### src/hw/rtl/tpcq_pkg.sv
// ----------------------------------------------------------------------------
// tpcq_pkg
// Shared constants, codes and types of the three-class priority call queue.
// ----------------------------------------------------------------------------
package tpcq_pkg;

    localparam int CLASS_DEPTH = 32;
    localparam int MAX_RESULTS = 32;
    localparam int NUM_CLASSES = 3;

    localparam int PTR_W = (CLASS_DEPTH > 1) ? $clog2(CLASS_DEPTH) : 1;
    localparam int CNT_W = $clog2(CLASS_DEPTH + 1);
    localparam int SUM_W = CNT_W + 1;
    localparam int REM_W = $clog2(MAX_RESULTS + 1);

    localparam int KIND_W   = 3;
    localparam int STATUS_W = 3;
    localparam int CLASS_W  = 2;
    localparam int NUM_W    = 24;
    localparam int PKT_W    = 16;

    // Command queue between front and back; depth is a power of two
    localparam int CMDQ_DEPTH = 2;
    localparam int CMDQ_PTR_W = $clog2(CMDQ_DEPTH);
    localparam int CMDQ_CNT_W = $clog2(CMDQ_DEPTH + 1);

    localparam logic [KIND_W-1:0] KIND_ENQ_DATA  = 3'd0;
    localparam logic [KIND_W-1:0] KIND_ENQ_VOICE = 3'd1;
    localparam logic [KIND_W-1:0] KIND_ENQ_EMERG = 3'd2;
    localparam logic [KIND_W-1:0] KIND_SERVE     = 3'd3;
    localparam logic [KIND_W-1:0] KIND_DISMISS   = 3'd4;

    localparam logic [CLASS_W-1:0] CLS_DATA  = 2'd0;
    localparam logic [CLASS_W-1:0] CLS_VOICE = 2'd1;
    localparam logic [CLASS_W-1:0] CLS_EMERG = 2'd2;

    localparam logic [STATUS_W-1:0] ST_QUEUED    = 3'd0;
    localparam logic [STATUS_W-1:0] ST_SERVED    = 3'd1;
    localparam logic [STATUS_W-1:0] ST_DISMISSED = 3'd2;
    localparam logic [STATUS_W-1:0] ST_EMPTY     = 3'd3;
    localparam logic [STATUS_W-1:0] ST_FULL      = 3'd4;
    localparam logic [STATUS_W-1:0] ST_NO_DISMISS = 3'd5;

    typedef enum logic [1:0] {
        OP_ENQ     = 2'd0,
        OP_SERVE   = 2'd1,
        OP_DISMISS = 2'd2
    } op_t;

    typedef struct packed {
        op_t                op;
        logic [CLASS_W-1:0] cls;
        logic [NUM_W-1:0]   calling;
        logic [NUM_W-1:0]   called;
        logic [PKT_W-1:0]   packets;
        logic               cid;
        logic               roam;
    } cmd_t;

    // Ring index base + offs, with base < CLASS_DEPTH and offs <= CLASS_DEPTH
    function automatic logic [PTR_W-1:0] ring_idx(input logic [PTR_W-1:0] base,
                                                  input logic [CNT_W-1:0] offs);
        logic [SUM_W-1:0] s;
        s = SUM_W'(base) + SUM_W'(offs);
        if (s >= SUM_W'(CLASS_DEPTH))
        begin
            s = s - SUM_W'(CLASS_DEPTH);
        end
        return s[PTR_W-1:0];
    endfunction

endpackage

### src/hw/rtl/tpcq_cmd_fifo.sv
// ----------------------------------------------------------------------------
// tpcq_cmd_fifo
// Short command queue that decouples the front decoder from the sequencer.
// ----------------------------------------------------------------------------
module tpcq_cmd_fifo import tpcq_pkg::*;
(
    input  logic clk,
    input  logic rst_n,
    input  logic push,
    input  cmd_t push_cmd,
    input  logic pop,
    output cmd_t head_cmd,
    output logic full,
    output logic empty
);

    cmd_t                  entry_reg [CMDQ_DEPTH];
    logic [CMDQ_PTR_W-1:0] wr_ptr_reg, wr_ptr_next;
    logic [CMDQ_PTR_W-1:0] rd_ptr_reg, rd_ptr_next;
    logic [CMDQ_CNT_W-1:0] fill_reg, fill_next;
    logic                  do_push, do_pop;

    assign full     = (fill_reg == CMDQ_CNT_W'(CMDQ_DEPTH));
    assign empty    = (fill_reg == '0);
    assign head_cmd = entry_reg[rd_ptr_reg];
    assign do_push  = push && !full;
    assign do_pop   = pop && !empty;

    always_comb
    begin
        wr_ptr_next = do_push ? wr_ptr_reg + 1'b1 : wr_ptr_reg;
        rd_ptr_next = do_pop ? rd_ptr_reg + 1'b1 : rd_ptr_reg;
        fill_next   = fill_reg;
        if (do_push && !do_pop)
        begin
            fill_next = fill_reg + 1'b1;
        end
        else if (do_pop && !do_push)
        begin
            fill_next = fill_reg - 1'b1;
        end
    end

    always_ff @(posedge clk or negedge rst_n)
    begin
        if (!rst_n)
        begin
            wr_ptr_reg <= '0;
            rd_ptr_reg <= '0;
            fill_reg   <= '0;
        end
        else
        begin
            wr_ptr_reg <= wr_ptr_next;
            rd_ptr_reg <= rd_ptr_next;
            fill_reg   <= fill_next;
        end
    end

    always_ff @(posedge clk)
    begin
        if (do_push)
        begin
            entry_reg[wr_ptr_reg] <= push_cmd;
        end
    end

endmodule

### config.mk
export PLATFORM = sky130hd
export DESIGN_NAME = tpcq_cmd_fifo
export DESIGN_NICKNAME = d
export VERILOG_FILES = /design/src/hw/rtl/tpcq_pkg.sv /design/src/hw/rtl/tpcq_cmd_fifo.sv
export SDC_FILE = /design/constraint.sdc
export NUM_CORES = 1
export LEC_CHECK = 0
export BUFFER_PORTS_ARGS = -buffer_cell sky130_fd_sc_hd__buf_2
export CORE_MARGIN = 5
export CORE_UTILIZATION = 56
export CTS_CLUSTER_DIAMETER = 120
export DETAILED_ROUTE_END_ITERATION = 8
export PLACE_DENSITY = 0.84
export SETUP_SLACK_MARGIN = 0.02
export SYNTH_ARGS = -nofsm -noshare
export SYNTH_HDL_FRONTEND = slang
export SYNTH_SLANG_ARGS = --single-unit
### constraint.sdc
create_clock -name clk -period 9.8 [get_ports clk]
set_clock_uncertainty 0.2 [all_clocks]
set_input_delay 1.96 -clock clk [delete_from_list [all_inputs] [get_ports clk]]
set_output_delay 1.96 -clock clk [all_outputs]
set_load 0.005 [all_outputs]
==> impl_metrics.json <==
{
  "synth_fp_nets": 312,
  "core_region_area_sq_mm": 0.00977,
  "grt_pass1_vias": 2876,
  "fin_util_pct": 71.1,
  "grt.overflow.total": 0,
  "floorplan.io_pins": 146,
  "gr-usage-all-layers_pct": 15.9,
  "number_of_vias_after_detailed_routing": 2697,
  "crit_path_cell_trace": "buf_4, mux2_2, buf_2",
  "route.antenna.remaining_nets": 0,
  "largest_area_contributor_in_the_netlist": "sky130_fd_sc_hd__edfxtp_1",
  "worstPathArrival_ps": 2570,
  "detailedPlace.worstSlack_ps": 5570,
  "holdBufCountCts": 0,
  "setup_fix_buffers_added_after_clock_tree_synthesis": 0,
  "viasPerCell": 4.99,
  "power.ir.vdd_worst_uv": 286,
  "synth.lib_cells_used.distinct": 15,
  "setup_ws_ps": 5070,
  "fmax_mhz": 211,
  "crit_fanout": 41,
  "worst_relative_slew_slack_pct": 36.0,
  "cp_slowest_stage_delay_ps": 800,
  "ys_ff_latch": 144,
  "critical-path-slowest-cell": "sky130_fd_sc_hd__dfrtp_4",
  "final_max_slew_viols": 0,
  "cts-htree-levels": 4,
  "dp.final_hpwl_mm": 6.21,
  "grt_setup_unrepaired": "no",
  "clk-insertion-delay-late_ps": 490,
  "timing.setup.tns_ps": 0,
  "drive_gt1_share_pct": 61.3,
  "floorplan.die_area_sq_mm": 0.0121,
  "worst_ep_required_time_ps": 7640,
  "clock_sinks": 144,
  "synth_top_cell_area_share_pct": 75.1,
  "setup-violations-final": 0,
  "initial_antenna_violation_count": 1,
  "cts_root_buf": "sky130_fd_sc_hd__clkbuf_8",
  "cts.path.max_buffers": 2,
  "post_cts.resized_instances": 0,
  "hold_path_class": "flip-flop to flip-flop",
  "drc_errors": 0,
  "power.density_mw_per_mm2": 304,
  "gpl.final_weighted_congestion": 0.702,
  "fin_nets": 470,
  "fp.dieH_um": 110,
  "wl_per_cell_um": 17.4,
  "drt-total-wl_mm": 9.42,
  "timing.max_cap.violations": 0,
  "drt_first_iter_violations": 103,
  "initial_utilization_pct": 57.3,
  "worst_pin_slew_ps": 960,
  "chip_width_um": 110,
  "buffer_ports.inserted": 145,
  "number_of_instances_in_the_synthesized_netlist": 237,
  "setup.worst_path.end_class": "output pin",
  "clock_buffer_count_from_cts": 17,
  "core.rowCount": 36,
  "power.leakage_nw": 2.82,
  "synth_seq_area_share_pct": 76.9,
  "register_clock_pin_slew_on_the_reported_worst_setup_and_hold_paths_ps": 60,
  "cp-start-kind": "flip-flop",
  "number_of_antenna_repair_diodes": 0,
  "grt_pass1_wl_mm": 14.2,
  "synth_area_per_cell_sq_um": 23.6,
  "ys_top_cells_by_area": "sky130_fd_sc_hd__edfxtp_1 (75%), sky130_fd_sc_hd__mux2_4 (19%), sky130_fd_sc_hd__buf_12 (2.5%), sky130_fd_sc_hd__dfrtp_1 (1.8%), sky130_fd_sc_hd__xnor2_1 (0.47%)",
  "detail_route.first_pass.iterations": 4,
  "syn2layout_area_growth_pct": 24.1,
  "outcome": "finished clean",
  "hold_violations": 0,
  "finalCritPeriodShare_pct": 48.3,
  "pin_count_of_the_biggest_net_entering_global_routing": 71,
  "max_reg_flops": 140,
  "clock_tree_from_tritoncts": "yes",
  "timing_worst_setup_path_type": "flip-flop to output pin",
  "synth.yosys.warnings": 0,
  "layout_min_cycle_time_ps": 4730,
  "post_synth_design_cell_area_sq_mm": 0.00560
}
==> where the power goes <==
group          switching (mW)  internal [mW]  leakage (nW)
registers              0.0731          0.846          1.35
clock network           0.245          0.366         0.268
logic                   0.247          0.332          1.21
==> worst max-delay path, delay by kind of cell (launching register included) <==
family / cells / cell delay (ps)
buf+inv: 2 / 820
flops: 1 / 800
mux: 1 / 400
==> per-layer routing <==
layer  wire (um)  up-vias  track usage (%)
met3         645        4             4.78
met5          13        -                0
met2        4830      105             26.1
met1        3880     1333             20.5
met4          47        2             4.81
li1            -     1253                -
==> synthesized netlist by cell type (all sizes together) <==
cell / n
edfxtp: 140
mux2: 70
buf: 8
dfrtp: 4
nor2: 3
xnor2: 3
inv: 2
xor2: 2
and3: 1
ha: 1
nand2: 1
nand2b: 1
o21ai: 1
==> cell families after synthesis <==
| family | share of synthesized area [%] |
|---|---|
| buffers and inverters | 2.84 |
| muxes | 18.7 |
| adders and majority gates | 0.223 |
| xor gates and xnor gates | 0.782 |
| AOI/OAI and AO/OA | 0.0893 |
| DFF | 76.9 |
| and+or+nand+nor | 0.492 |
==> path summary, 6_finish.rpt <==
kind	start	endpoint	slack (ps)	cells after the start
max	rd_ptr_reg$_DFFE_PN0P_	head_cmd[47]	5070	3
min	fill_reg[1]$_DFFE_PN0P_	fill_reg[1]$_DFFE_PN0P_	330	1
max reg2reg	fill_reg[0]$_DFFE_PN0P_	entry_reg[0][38]$_DFFE_PP_	7160	4
min reg2reg	fill_reg[1]$_DFFE_PN0P_	fill_reg[1]$_DFFE_PN0P_	330	1
max in group asynchronous	rst_n	rd_ptr_reg$_DFFE_PN0P_	8200	1
min in group asynchronous	rst_n	fill_reg[0]$_DFFE_PN0P_	1060	1
==> per-stage QoR <==
| step | cell area, sq um | total power [mW] | hold slack (ps) | std cells |
|---|---|---|---|---|
| after floorplan | 5600 | 1.37 | 261 | 237 |
| final | 6950 | 2.11 | 334 | 541 |
| after global placement | 6370 | 1.50 | 305 | 509 |
| after global routing | 6950 | 2.21 | 366 | 541 |
| after detailed placement | 6370 | 1.52 | 322 | 509 |
| after CTS | 6950 | 2.14 | 334 | 541 |
==> cells in the final DEF (no fill, tap or decap), drive strengths merged <==
cell / Yosys / final
nand2b: 1 / 1
xor2: 2 / 2
xnor2: 3 / 3
buf: 8 / 147
bufinv: 0 / 2
o21ai: 1 / 1
inv: 2 / 5
clkinvlp: 0 / 4
clkbuf: 0 / 18
dfrtp: 4 / 4
nand2: 1 / 1
ha: 1 / 1
nor2: 3 / 3
and3: 1 / 1
edfxtp: 140 / 140
clkinv: 0 / 5
mux2: 70 / 70
==> cell type report <==
class / instances / area (sq um)
Clock buffer: 18 / 418
Clock inverter: 14 / 158
Fill cell: 614 / 2830
Inverter: 2 / 7.51
Multi-Input combinational cell: 83 / 1150
Sequential cell: 144 / 4310
Tap cell: 133 / 166
Timing Repair Buffer: 147 / 741
Power figures use the tool's default switching activity.
