===== src/hw/rtl/tpcq_pkg.sv =====
// ----------------------------------------------------------------------------
// tpcq_pkg
// Shared constants, codes and types of the three-class priority call queue.
// ----------------------------------------------------------------------------
package tpcq_pkg;

    localparam int CLASS_DEPTH = 32;
    localparam int MAX_RESULTS = 32;
    localparam int NUM_CLASSES = 3;

    localparam int PTR_W = (CLASS_DEPTH > 1) ? $clog2(CLASS_DEPTH) : 1;
    localparam int CNT_W = $clog2(CLASS_DEPTH + 1);
    localparam int SUM_W = CNT_W + 1;
    localparam int REM_W = $clog2(MAX_RESULTS + 1);

    localparam int KIND_W   = 3;
    localparam int STATUS_W = 3;
    localparam int CLASS_W  = 2;
    localparam int NUM_W    = 24;
    localparam int PKT_W    = 16;

    // Command queue between front and back; depth is a power of two
    localparam int CMDQ_DEPTH = 2;
    localparam int CMDQ_PTR_W = $clog2(CMDQ_DEPTH);
    localparam int CMDQ_CNT_W = $clog2(CMDQ_DEPTH + 1);

    localparam logic [KIND_W-1:0] KIND_ENQ_DATA  = 3'd0;
    localparam logic [KIND_W-1:0] KIND_ENQ_VOICE = 3'd1;
    localparam logic [KIND_W-1:0] KIND_ENQ_EMERG = 3'd2;
    localparam logic [KIND_W-1:0] KIND_SERVE     = 3'd3;
    localparam logic [KIND_W-1:0] KIND_DISMISS   = 3'd4;

    localparam logic [CLASS_W-1:0] CLS_DATA  = 2'd0;
    localparam logic [CLASS_W-1:0] CLS_VOICE = 2'd1;
    localparam logic [CLASS_W-1:0] CLS_EMERG = 2'd2;

    localparam logic [STATUS_W-1:0] ST_QUEUED    = 3'd0;
    localparam logic [STATUS_W-1:0] ST_SERVED    = 3'd1;
    localparam logic [STATUS_W-1:0] ST_DISMISSED = 3'd2;
    localparam logic [STATUS_W-1:0] ST_EMPTY     = 3'd3;
    localparam logic [STATUS_W-1:0] ST_FULL      = 3'd4;
    localparam logic [STATUS_W-1:0] ST_NO_DISMISS = 3'd5;

    typedef enum logic [1:0] {
        OP_ENQ     = 2'd0,
        OP_SERVE   = 2'd1,
        OP_DISMISS = 2'd2
    } op_t;

    typedef struct packed {
        op_t                op;
        logic [CLASS_W-1:0] cls;
        logic [NUM_W-1:0]   calling;
        logic [NUM_W-1:0]   called;
        logic [PKT_W-1:0]   packets;
        logic               cid;
        logic               roam;
    } cmd_t;

    // Ring index base + offs, with base < CLASS_DEPTH and offs <= CLASS_DEPTH
    function automatic logic [PTR_W-1:0] ring_idx(input logic [PTR_W-1:0] base,
                                                  input logic [CNT_W-1:0] offs);
        logic [SUM_W-1:0] s;
        s = SUM_W'(base) + SUM_W'(offs);
        if (s >= SUM_W'(CLASS_DEPTH))
        begin
            s = s - SUM_W'(CLASS_DEPTH);
        end
        return s[PTR_W-1:0];
    endfunction

endpackage


===== src/hw/rtl/tpcq_front.sv =====
// ----------------------------------------------------------------------------
// tpcq_front
// Accepts input transactions, decodes the kind and pushes a command.
// ----------------------------------------------------------------------------
module tpcq_front import tpcq_pkg::*;
(
    input  logic               cmd_valid,
    output logic               cmd_ready,
    input  logic [KIND_W-1:0]  kind,
    input  logic [NUM_W-1:0]   calling_number,
    input  logic [NUM_W-1:0]   called_number,
    input  logic [PKT_W-1:0]   packet_count,
    input  logic               show_caller_id,
    input  logic               roaming_flag,
    input  logic               q_full,
    output logic               push,
    output cmd_t               push_cmd
);

    logic known;

    assign cmd_ready = !q_full;

    always_comb
    begin
        known            = 1'b1;
        push_cmd.op      = OP_ENQ;
        push_cmd.cls     = CLS_DATA;
        push_cmd.calling = calling_number;
        push_cmd.called  = called_number;
        push_cmd.packets = '0;
        push_cmd.cid     = 1'b0;
        push_cmd.roam    = 1'b0;
        case (kind) inside
            [KIND_ENQ_DATA:KIND_ENQ_EMERG]:
            begin
                push_cmd.op  = OP_ENQ;
                push_cmd.cls = kind[CLASS_W-1:0];
                // zero the fields that do not belong to the class
                if (kind == KIND_ENQ_DATA)
                begin
                    push_cmd.packets = packet_count;
                end
                if (kind == KIND_ENQ_VOICE)
                begin
                    push_cmd.cid  = show_caller_id;
                    push_cmd.roam = roaming_flag;
                end
            end
            KIND_SERVE:   push_cmd.op = OP_SERVE;
            KIND_DISMISS: push_cmd.op = OP_DISMISS;
            default:      known = 1'b0;
        endcase
    end

    // drop undefined kinds after the transaction
    assign push = cmd_valid && cmd_ready && known;

endmodule


===== config.mk =====
export PLATFORM = sky130hd
export DESIGN_NAME = tpcq_front
export DESIGN_NICKNAME = d
export VERILOG_FILES = /design/src/hw/rtl/tpcq_pkg.sv /design/src/hw/rtl/tpcq_front.sv
export SDC_FILE = /design/constraint.sdc
export NUM_CORES = 1
export LEC_CHECK = 0
export ABC_CLOCK_PERIOD_IN_PS = 900
export BUFFER_PORTS_ARGS = -buffer_cell sky130_fd_sc_hd__buf_4
export CAP_MARGIN = 15
export CORE_ASPECT_RATIO = 1.75
export CORE_MARGIN = 1.5
export CORE_UTILIZATION = 20
export DETAILED_ROUTE_END_ITERATION = 6
export PLACE_DENSITY = 0.76
export SLEW_MARGIN = 30
export SYNTH_ARGS = -nofsm -noshare
export SYNTH_HDL_FRONTEND = slang
export SYNTH_SLANG_ARGS = --single-unit

===== constraint.sdc =====
create_clock -name vclk -period 0.9
set_clock_uncertainty 0.15 [all_clocks]
set_input_delay 0.135 -clock vclk [all_inputs]
set_output_delay 0.135 -clock vclk [all_outputs]
set_load 0.005 [all_outputs]

==> results of run 1 <==
## power groups by stage
| stage | clock (mW) | sequential, mW | combinational, mW |
|---|---|---|---|
| after detailed placement | 0 | 0 | 0.205 |
| after global routing | 0 | 0 | 0.263 |
| after floorplan | 0 | 0 | 0.218 |
| after global placement | 0 | 0 | 0.198 |
| final | 0 | 0 | 0.246 |
| after CTS | 0 | 0 | 0.235 |
## critical path: cells and delay by family
kind / cells / cell delay [ns]
buf+inv: 3 / 0.31
simple gates: 2 / 0.41
## worst paths after layout
| path | to | slack, ns | from | cells past startpoint |
|---|---|---|---|---|
| setup / recovery | push_cmd[0] | -0.24 | kind[1] | 5 |
| hold / removal | push_cmd[20] | 0.12 | called_number[2] | 0 |
## stage by stage
step           cells  setup TNS [ns]  utilization
3_3_place_gp     105           -4.86        0.236
2_1_floorplan     75          -0.209            -
5_1_grt          107           -5.58        0.273
6_report         107           -4.71        0.273
4_1_cts          106           -4.82        0.261
3_5_place_dp     105           -5.58        0.236
## per-layer routing
metal | global-route usage | part of all wire | up-vias | wire length, um
met2 | 0.295 | 0.59 | 58 | 1390
met5 | 0 | 0 | - | 0
met1 | 0.0649 | 0.15 | 184 | 343
met4 | 0.114 | 0.093 | 0 | 220
met3 | 0.0491 | 0.17 | 38 | 406
li1 | - | - | 192 | -
## cell families (layout without fill, tap and decap cells)
kind of cell    count (synthesis)  count (layout)  share of synthesized area
compound gates                  1               1                    0.00878
buf+inv                        50              55                      0.659
simple gates                   24              24                      0.332
## timing repair
action	CTS	global route
resized for setup	16	7
buffers inserted	1	1
endpoints found under the hold margin	0	0
pin swaps	6	5
endpoints found under the setup margin	23	23
## layout make-up
type                            count  area (sq um)
Fill cell                         306          1960
Timing Repair Buffer               54           478
Multi-Input combinational cell     25           219
Tap cell                           27          33.8
Inverter                            1          3.75
## cells in the final DEF (no fill, tap or decap)
master / count
buf_4: 40
and2_2: 13
buf_6: 10
and2_1: 3
buf_8: 3
and2_4: 2
nor3b_2: 2
nor3b_4: 1
and3b_2: 1
nor3_4: 1
inv_1: 1
o21ai_2: 1
and3_1: 1
buf_12: 1
==> summary.txt, run 1 <==
Leakage power = 0.396 nW
# setup viols final = 23
PD cells = 335 nW/um^2
Place WS = -0.277 ns
Post-synth net total = 146
Max incr delay on CP = 0.23 ns
Fmax = 875 MHz
Core box area = 2690 sq um
Final HPWL DP = 2.05 mm
Top-count cell post-synth = buf_4
RSZ-0062 raised after global routing = yes
Port buffer count = 47
Synthesized area = 569 sq um
Post-route cell area = 734 sq um
Final antenna-violating net count = 0
Initial Util = 0.212
Via Count = 472
Drt wl/cell = 22.0 um
Crit Path Max Fanout = 4
Worst-Margin Slew = 0.201 ns
Fin worst setup slack = -0.243 ns
Initial antenna violation count = 0
GRT Total Usage = 0.135
Power Internal = 0.172 mW
Worst-case vdd ir drop = 164 uV
YS warnings = 0
IO Pins = 143
CP cell instances = buf_8, buf_6, nor3b_4, and2_4, buf_6
Max capacitance violation total = 0
Final Routed Wirelength = 2.36 mm
First-pass GRT wire length = 3.08 mm
Crit Path Class = in2out
Die Y-Extent = 73.6 um
Failing checks = setup timing
Combinational power share = 1.000
FF+latch area = 0 sq um
WP data required = 0.61 ns
Placed Instance Area = 634 sq um
Sw Pwr = 0.0740 mW
Inserted Diodes = 0
Final RePlAce weighted congestion = 0.712
Area added between synthesis and finish = 29.0%
Sw frac = 0.300
Syn Area/Cell = 7.59 sq um
FP Rows = 25
Total power = 0.246 mW
Layout net count = 153
Clock share of power = 0
Hold_buf cts = 0
Crit end category = output port
Vias in the first global route = 536
GR Overflow Total = 0
Area leader, netlist = buf_4
Pins Over Slew Limit = 0
Startpoint types = input port
Pre-antenna DRT Iters = 2
Slew headroom = 0.866
Hold Crit Class = in2out
1st-iter DRT viols = 2
Flop pwr share = 0
# DRC = 0
Die Wd = 43.3 um
Pin count of the biggest net entering global routing = 17
Final period utilization = 1.27
Final Hold Viols = 0
Arrival @ worst endpoint = 0.86 ns
Netlist cell types = 11
Most frequent CP cell = buf_6
Layout cells sized above 1 = 0.938
Register area share after synthesis = 0
Post-DR vias/cell = 4.41
Hold_ws = 0.120 ns
Period minus WS final = 1.14 ns
Die area = 3190 sq um
Status = complete, but fails checks
Post-synth top cells = 48 x buf_4, 13 x and2_2, 5 x and2_1, 2 x nor3b_1
Area share of the largest cell type after synthesis = 0.633
Crit-path slowest cell = nor3b_4
Clock buffers = 0
Sequential cell count = 0
Synth Instances = 75
Top cells by area, synth = buf_4 63%, and2_2 17%, and2_1 5.5%, nor3_4 2.9%, nor3b_1 2.6%
No activity file was read; power rests on OpenSTA's default activity.
==> run 2, diff against run 1 <==
- SETUP_SLACK_MARGIN: default -> 0.15
==> run 2 against run 1 <==
Against the previous run:
- the run still ends with setup timing left
- critical path depth stayed put
- worst setup slack gained 0.017 ns
- utilization decreased by 0.98 points
- cell count fell by 1.9%
- clock-buffer cell count unchanged
- critical endpoint unchanged
==> summary.txt, run 2 (synthesis gave the netlist of run 1 again) <==
Status = complete, but fails checks
Failing checks = setup timing
GR Overflow Total = 0
Max capacitance violation total = 0
Inst Count DP = 104
Post-DR vias/cell = 4.43
Die Wd = 43.3 um
Area of the multi-input gates = 219 sq um
Hold Crit Class = in2out
Area added between synthesis and finish = 24.4%
PD cells = 329 nW/um^2
IO Pins = 143
Slew headroom = 0.877
Layout cells sized above 1 = 0.936
Crit end category = output port
Pre-antenna DRT Iters = 2
Layout Cells excl Fill = 105
Period minus WS final = 1.13 ns
1st-iter DRT viols = 1
GR Util met3 = 0.0418
Core box area = 2690 sq um
Sequential cell count = 0
Fin worst setup slack = -0.226 ns
Met1 Use GR = 0.0647
CP Capture Point = push_cmd[0]
Port buffer count = 47
Crit Path Class = in2out
Most used routing layer = met2
WP data required = 0.61 ns
Drt wl/cell = 21.1 um
Pins Over Slew Limit = 0
# setup viols final = 23
Crit Path Max Fanout = 5
Critical Path Start = kind[1]
Vias in the first global route = 501
Leakage power = 0.383 nW
FP Rows = 25
Final HPWL DP = 2.03 mm
Commonest non-fill, non-tap cell in the layout = buf_4
Layout net count = 151
TNS Setup = -4.37 ns
FF+latch area = 0 sq um
Die area = 3190 sq um
Via Count = 465
Startpoint types = input port
Die Y-Extent = 73.6 um
Worst-case vdd ir drop = 221 uV
RSZ-0062 raised after global routing = yes
Initial antenna violation count = 0
Initial Util = 0.212
Most frequent cells in the layout = 41 x buf_4, 13 x and2_2, 7 x buf_6
First-pass GRT wire length = 2.87 mm
Hold_buf cts = 0
Final antenna-violating net count = 0
Final period utilization = 1.25
Final Routed Wirelength = 2.21 mm
Pin count of the biggest net entering global routing = 17
Place WS = -0.271 ns
Final Hold Viols = 0
Inserted Diodes = 0
# DRC = 0
GRT Total Usage = 0.124
Fmax = 888 MHz
Final RePlAce weighted congestion = 0.705
Fill cell count = 295
Clock buffers = 0
Met2 Use GR = 0.262
Worst-Margin Slew = 0.185 ns
Arrival @ worst endpoint = 0.84 ns
run 2: cell count changes in the layout (fill, tap and decap cells not counted):
cell,delta
buf_6,-3
buf_4,+1
run 2: routing by layer:
layer	routed length (um)	part of all wire
met5	0	0
met4	218	0.099
met3	365	0.17
met2	1310	0.59
met1	313	0.14
run 2: cell type report:
cell class,count,area share
tap,27,0.0477
multi-input combinational,25,0.309
timing repair buffer,52,0.638
inverter,1,0.00530
run 2: where the power goes:
part           total, mW  switching (mW)  internal [mW]
combinational      0.233          0.0687          0.164
sequential             0               0              0
clock                  0               0              0
run 2: repair_timing:
| item | CTS | global route |
|---|---|---|
| pin swaps | 7 | 5 |
| gates resized for setup | 12 | 7 |
| setup buffers | 0 | 1 |
| hold endpoints to repair | 0 | 0 |
| endpoints found under the setup margin | 23 | 23 |
| cloned | 0 | 0 |
run 2: worst min-delay path by stage:
stage                            startpoint            to  slack (ns)  cells after the start
after CTS                  called_number[3]  push_cmd[21]        0.12                      0
after floorplan                     kind[1]  push_cmd[66]        0.14                      1
after global routing      calling_number[5]  push_cmd[47]        0.12                      0
after detailed placement   called_number[3]  push_cmd[21]        0.12                      0
after global placement     called_number[3]  push_cmd[21]        0.12                      0
final                     called_number[15]  push_cmd[33]        0.12                      0
run 2: worst max-delay path, cell delays in order:
cell and delay [ns]:
buf_8 0.10, buf_6 0.12, nor3b_4 0.22, and2_4 0.17, buf_6 0.09
run 2: stage by stage:
step / utilization / power (mW) / hold slack, ns / cell area (sq um)
detailed placement: 0.235 / 0.204 / 0.120 / 633
global route: 0.263 / 0.250 / 0.120 / 708
global placement: 0.235 / 0.198 / 0.120 / 633
floorplan: - / 0.220 / 0.143 / 576
finish: 0.263 / 0.233 / 0.120 / 708
CTS: 0.252 / 0.224 / 0.120 / 677
==> run 3, diff against run 2 <==
- GPL_TIMING_DRIVEN: default -> 0
==> run 3 against run 2 <==
Against the previous run:
- the flow still finishes with violations (setup timing)
- maximum frequency down 6.1%
- cell count up 92%
- worst setup slack worse by 0.073 ns
- routed wire length up 13%
- design area up 110%
- largest cell class unchanged
==> summary.txt, run 3 (synthesis gave the netlist of run 1 again) <==
Port buffer count = 95
Worst-Margin Slew = 0.287 ns
Final antenna-violating net count = 0
Final period utilization = 1.33
Inserted Diodes = 0
Crit Path Class = in2out
Place WS = -0.401 ns
Post-DR vias/cell = 4.16
Status = complete, but fails checks
Startpoint types = input port
Failing checks = setup timing
Hold_buf cts = 0
Core box area = 2690 sq um
1st-iter DRT viols = 3
Sequential cell count = 0
Most frequent cells in the layout = 129 x buf_4, 19 x buf_6, 15 x and2_4
Pins Over Slew Limit = 0
Via Count = 840
Pin count of the biggest net entering global routing = 7
Hold_ws = 0.285 ns
Fill cell count = 248
Hold Crit Class = in2out
Arrival @ worst endpoint = 0.91 ns
Die Wd = 43.3 um
# setup viols final = 23
Final RePlAce weighted congestion = 0.728
Crit-path slowest cell = nor3_4
Final Routed Wirelength = 2.50 mm
Vias in the first global route = 737
GR Overflow Total = 0
FF+latch area = 0 sq um
WP data required = 0.61 ns
Max incr delay on CP = 0.29 ns
Initial Util = 0.212
Layout net count = 248
Worst-case vdd ir drop = 237 uV
Max capacitance violation total = 0
Final Hold Viols = 0
Pre-antenna DRT Iters = 2
Fmax = 834 MHz
Leakage power = 0.856 nW
PD cells = 396 nW/um^2
Fin worst setup slack = -0.299 ns
FP Rows = 25
Drt wl/cell = 12.4 um
First-pass GRT wire length = 3.17 mm
GRT Total Usage = 0.130
Most frequent CP cell = buf_6
Commonest non-fill, non-tap cell in the layout = buf_4
Crit end category = output port
RSZ-0062 raised after global routing = yes
Clock buffers = 0
IO Pins = 143
Die Y-Extent = 73.6 um
Initial antenna violation count = 0
Area of the multi-input gates = 223 sq um
Die area = 3190 sq um
# DRC = 0
CP cell instances = buf_8, nor3_4, buf_6, and2_4, buf_6
Crit Path Max Fanout = 5
Period minus WS final = 1.20 ns
Layout cells sized above 1 = 0.960
Slew headroom = 0.808
Final HPWL DP = 2.36 mm
Area added between synthesis and finish = 156%
## run 3: metal layers
| layer | track usage | share of wire |
|---|---|---|
| met1 | 0.0825 | 0.19 |
| met2 | 0.313 | 0.61 |
| met3 | 0.0516 | 0.20 |
| met4 | 0 | 0 |
| met5 | 0 | 0 |
## run 3: final cells by class
| cell class | instances | share of cell area |
|---|---|---|
| timing repair buffer | 100 | 0.567 |
| buffer | 49 | 0.255 |
| multi-input combinational | 25 | 0.153 |
| tap | 27 | 0.0232 |
| inverter | 1 | 0.00258 |
## run 3: worst paths after layout
check                    startpoint            to  cells past startpoint
hold / removal    calling_number[2]  push_cmd[44]                      2
setup / recovery            kind[2]   push_cmd[8]                      5
## run 3: power by group
group / switching, mW / total [mW] / leakage (nW) / internal (mW)
sequential: 0 / 0 / 0 / 0
combinational: 0.153 / 0.577 / 0.856 / 0.424
clock: 0 / 0 / 0 / 0
## run 3: critical path: cells and delay by family
| family | cells | cell delay, ns |
|---|---|---|
| simple gates | 2 | 0.43 |
| buf+inv | 3 | 0.35 |
## run 3: what timing repair did
action	CTS	global route
gates resized for setup	35	0
endpoints found under the setup margin	23	23
cloned	1	0
pin swaps	17	1
setup buffers	4	0
## run 3: per-stage QoR
step / area (sq um) / TNS [ns] / power [mW] / std cells / util
floorplan: 576 / -0.209 / 0.220 / 75 / -
CTS: 1460 / -5.71 / 0.586 / 202 / 0.542
global placement: 1320 / -5.55 / 0.531 / 197 / 0.492
finish: 1460 / -5.43 / 0.577 / 202 / 0.542
global route: 1460 / -6.21 / 0.613 / 202 / 0.542
detailed placement: 1320 / -5.78 / 0.536 / 197 / 0.492
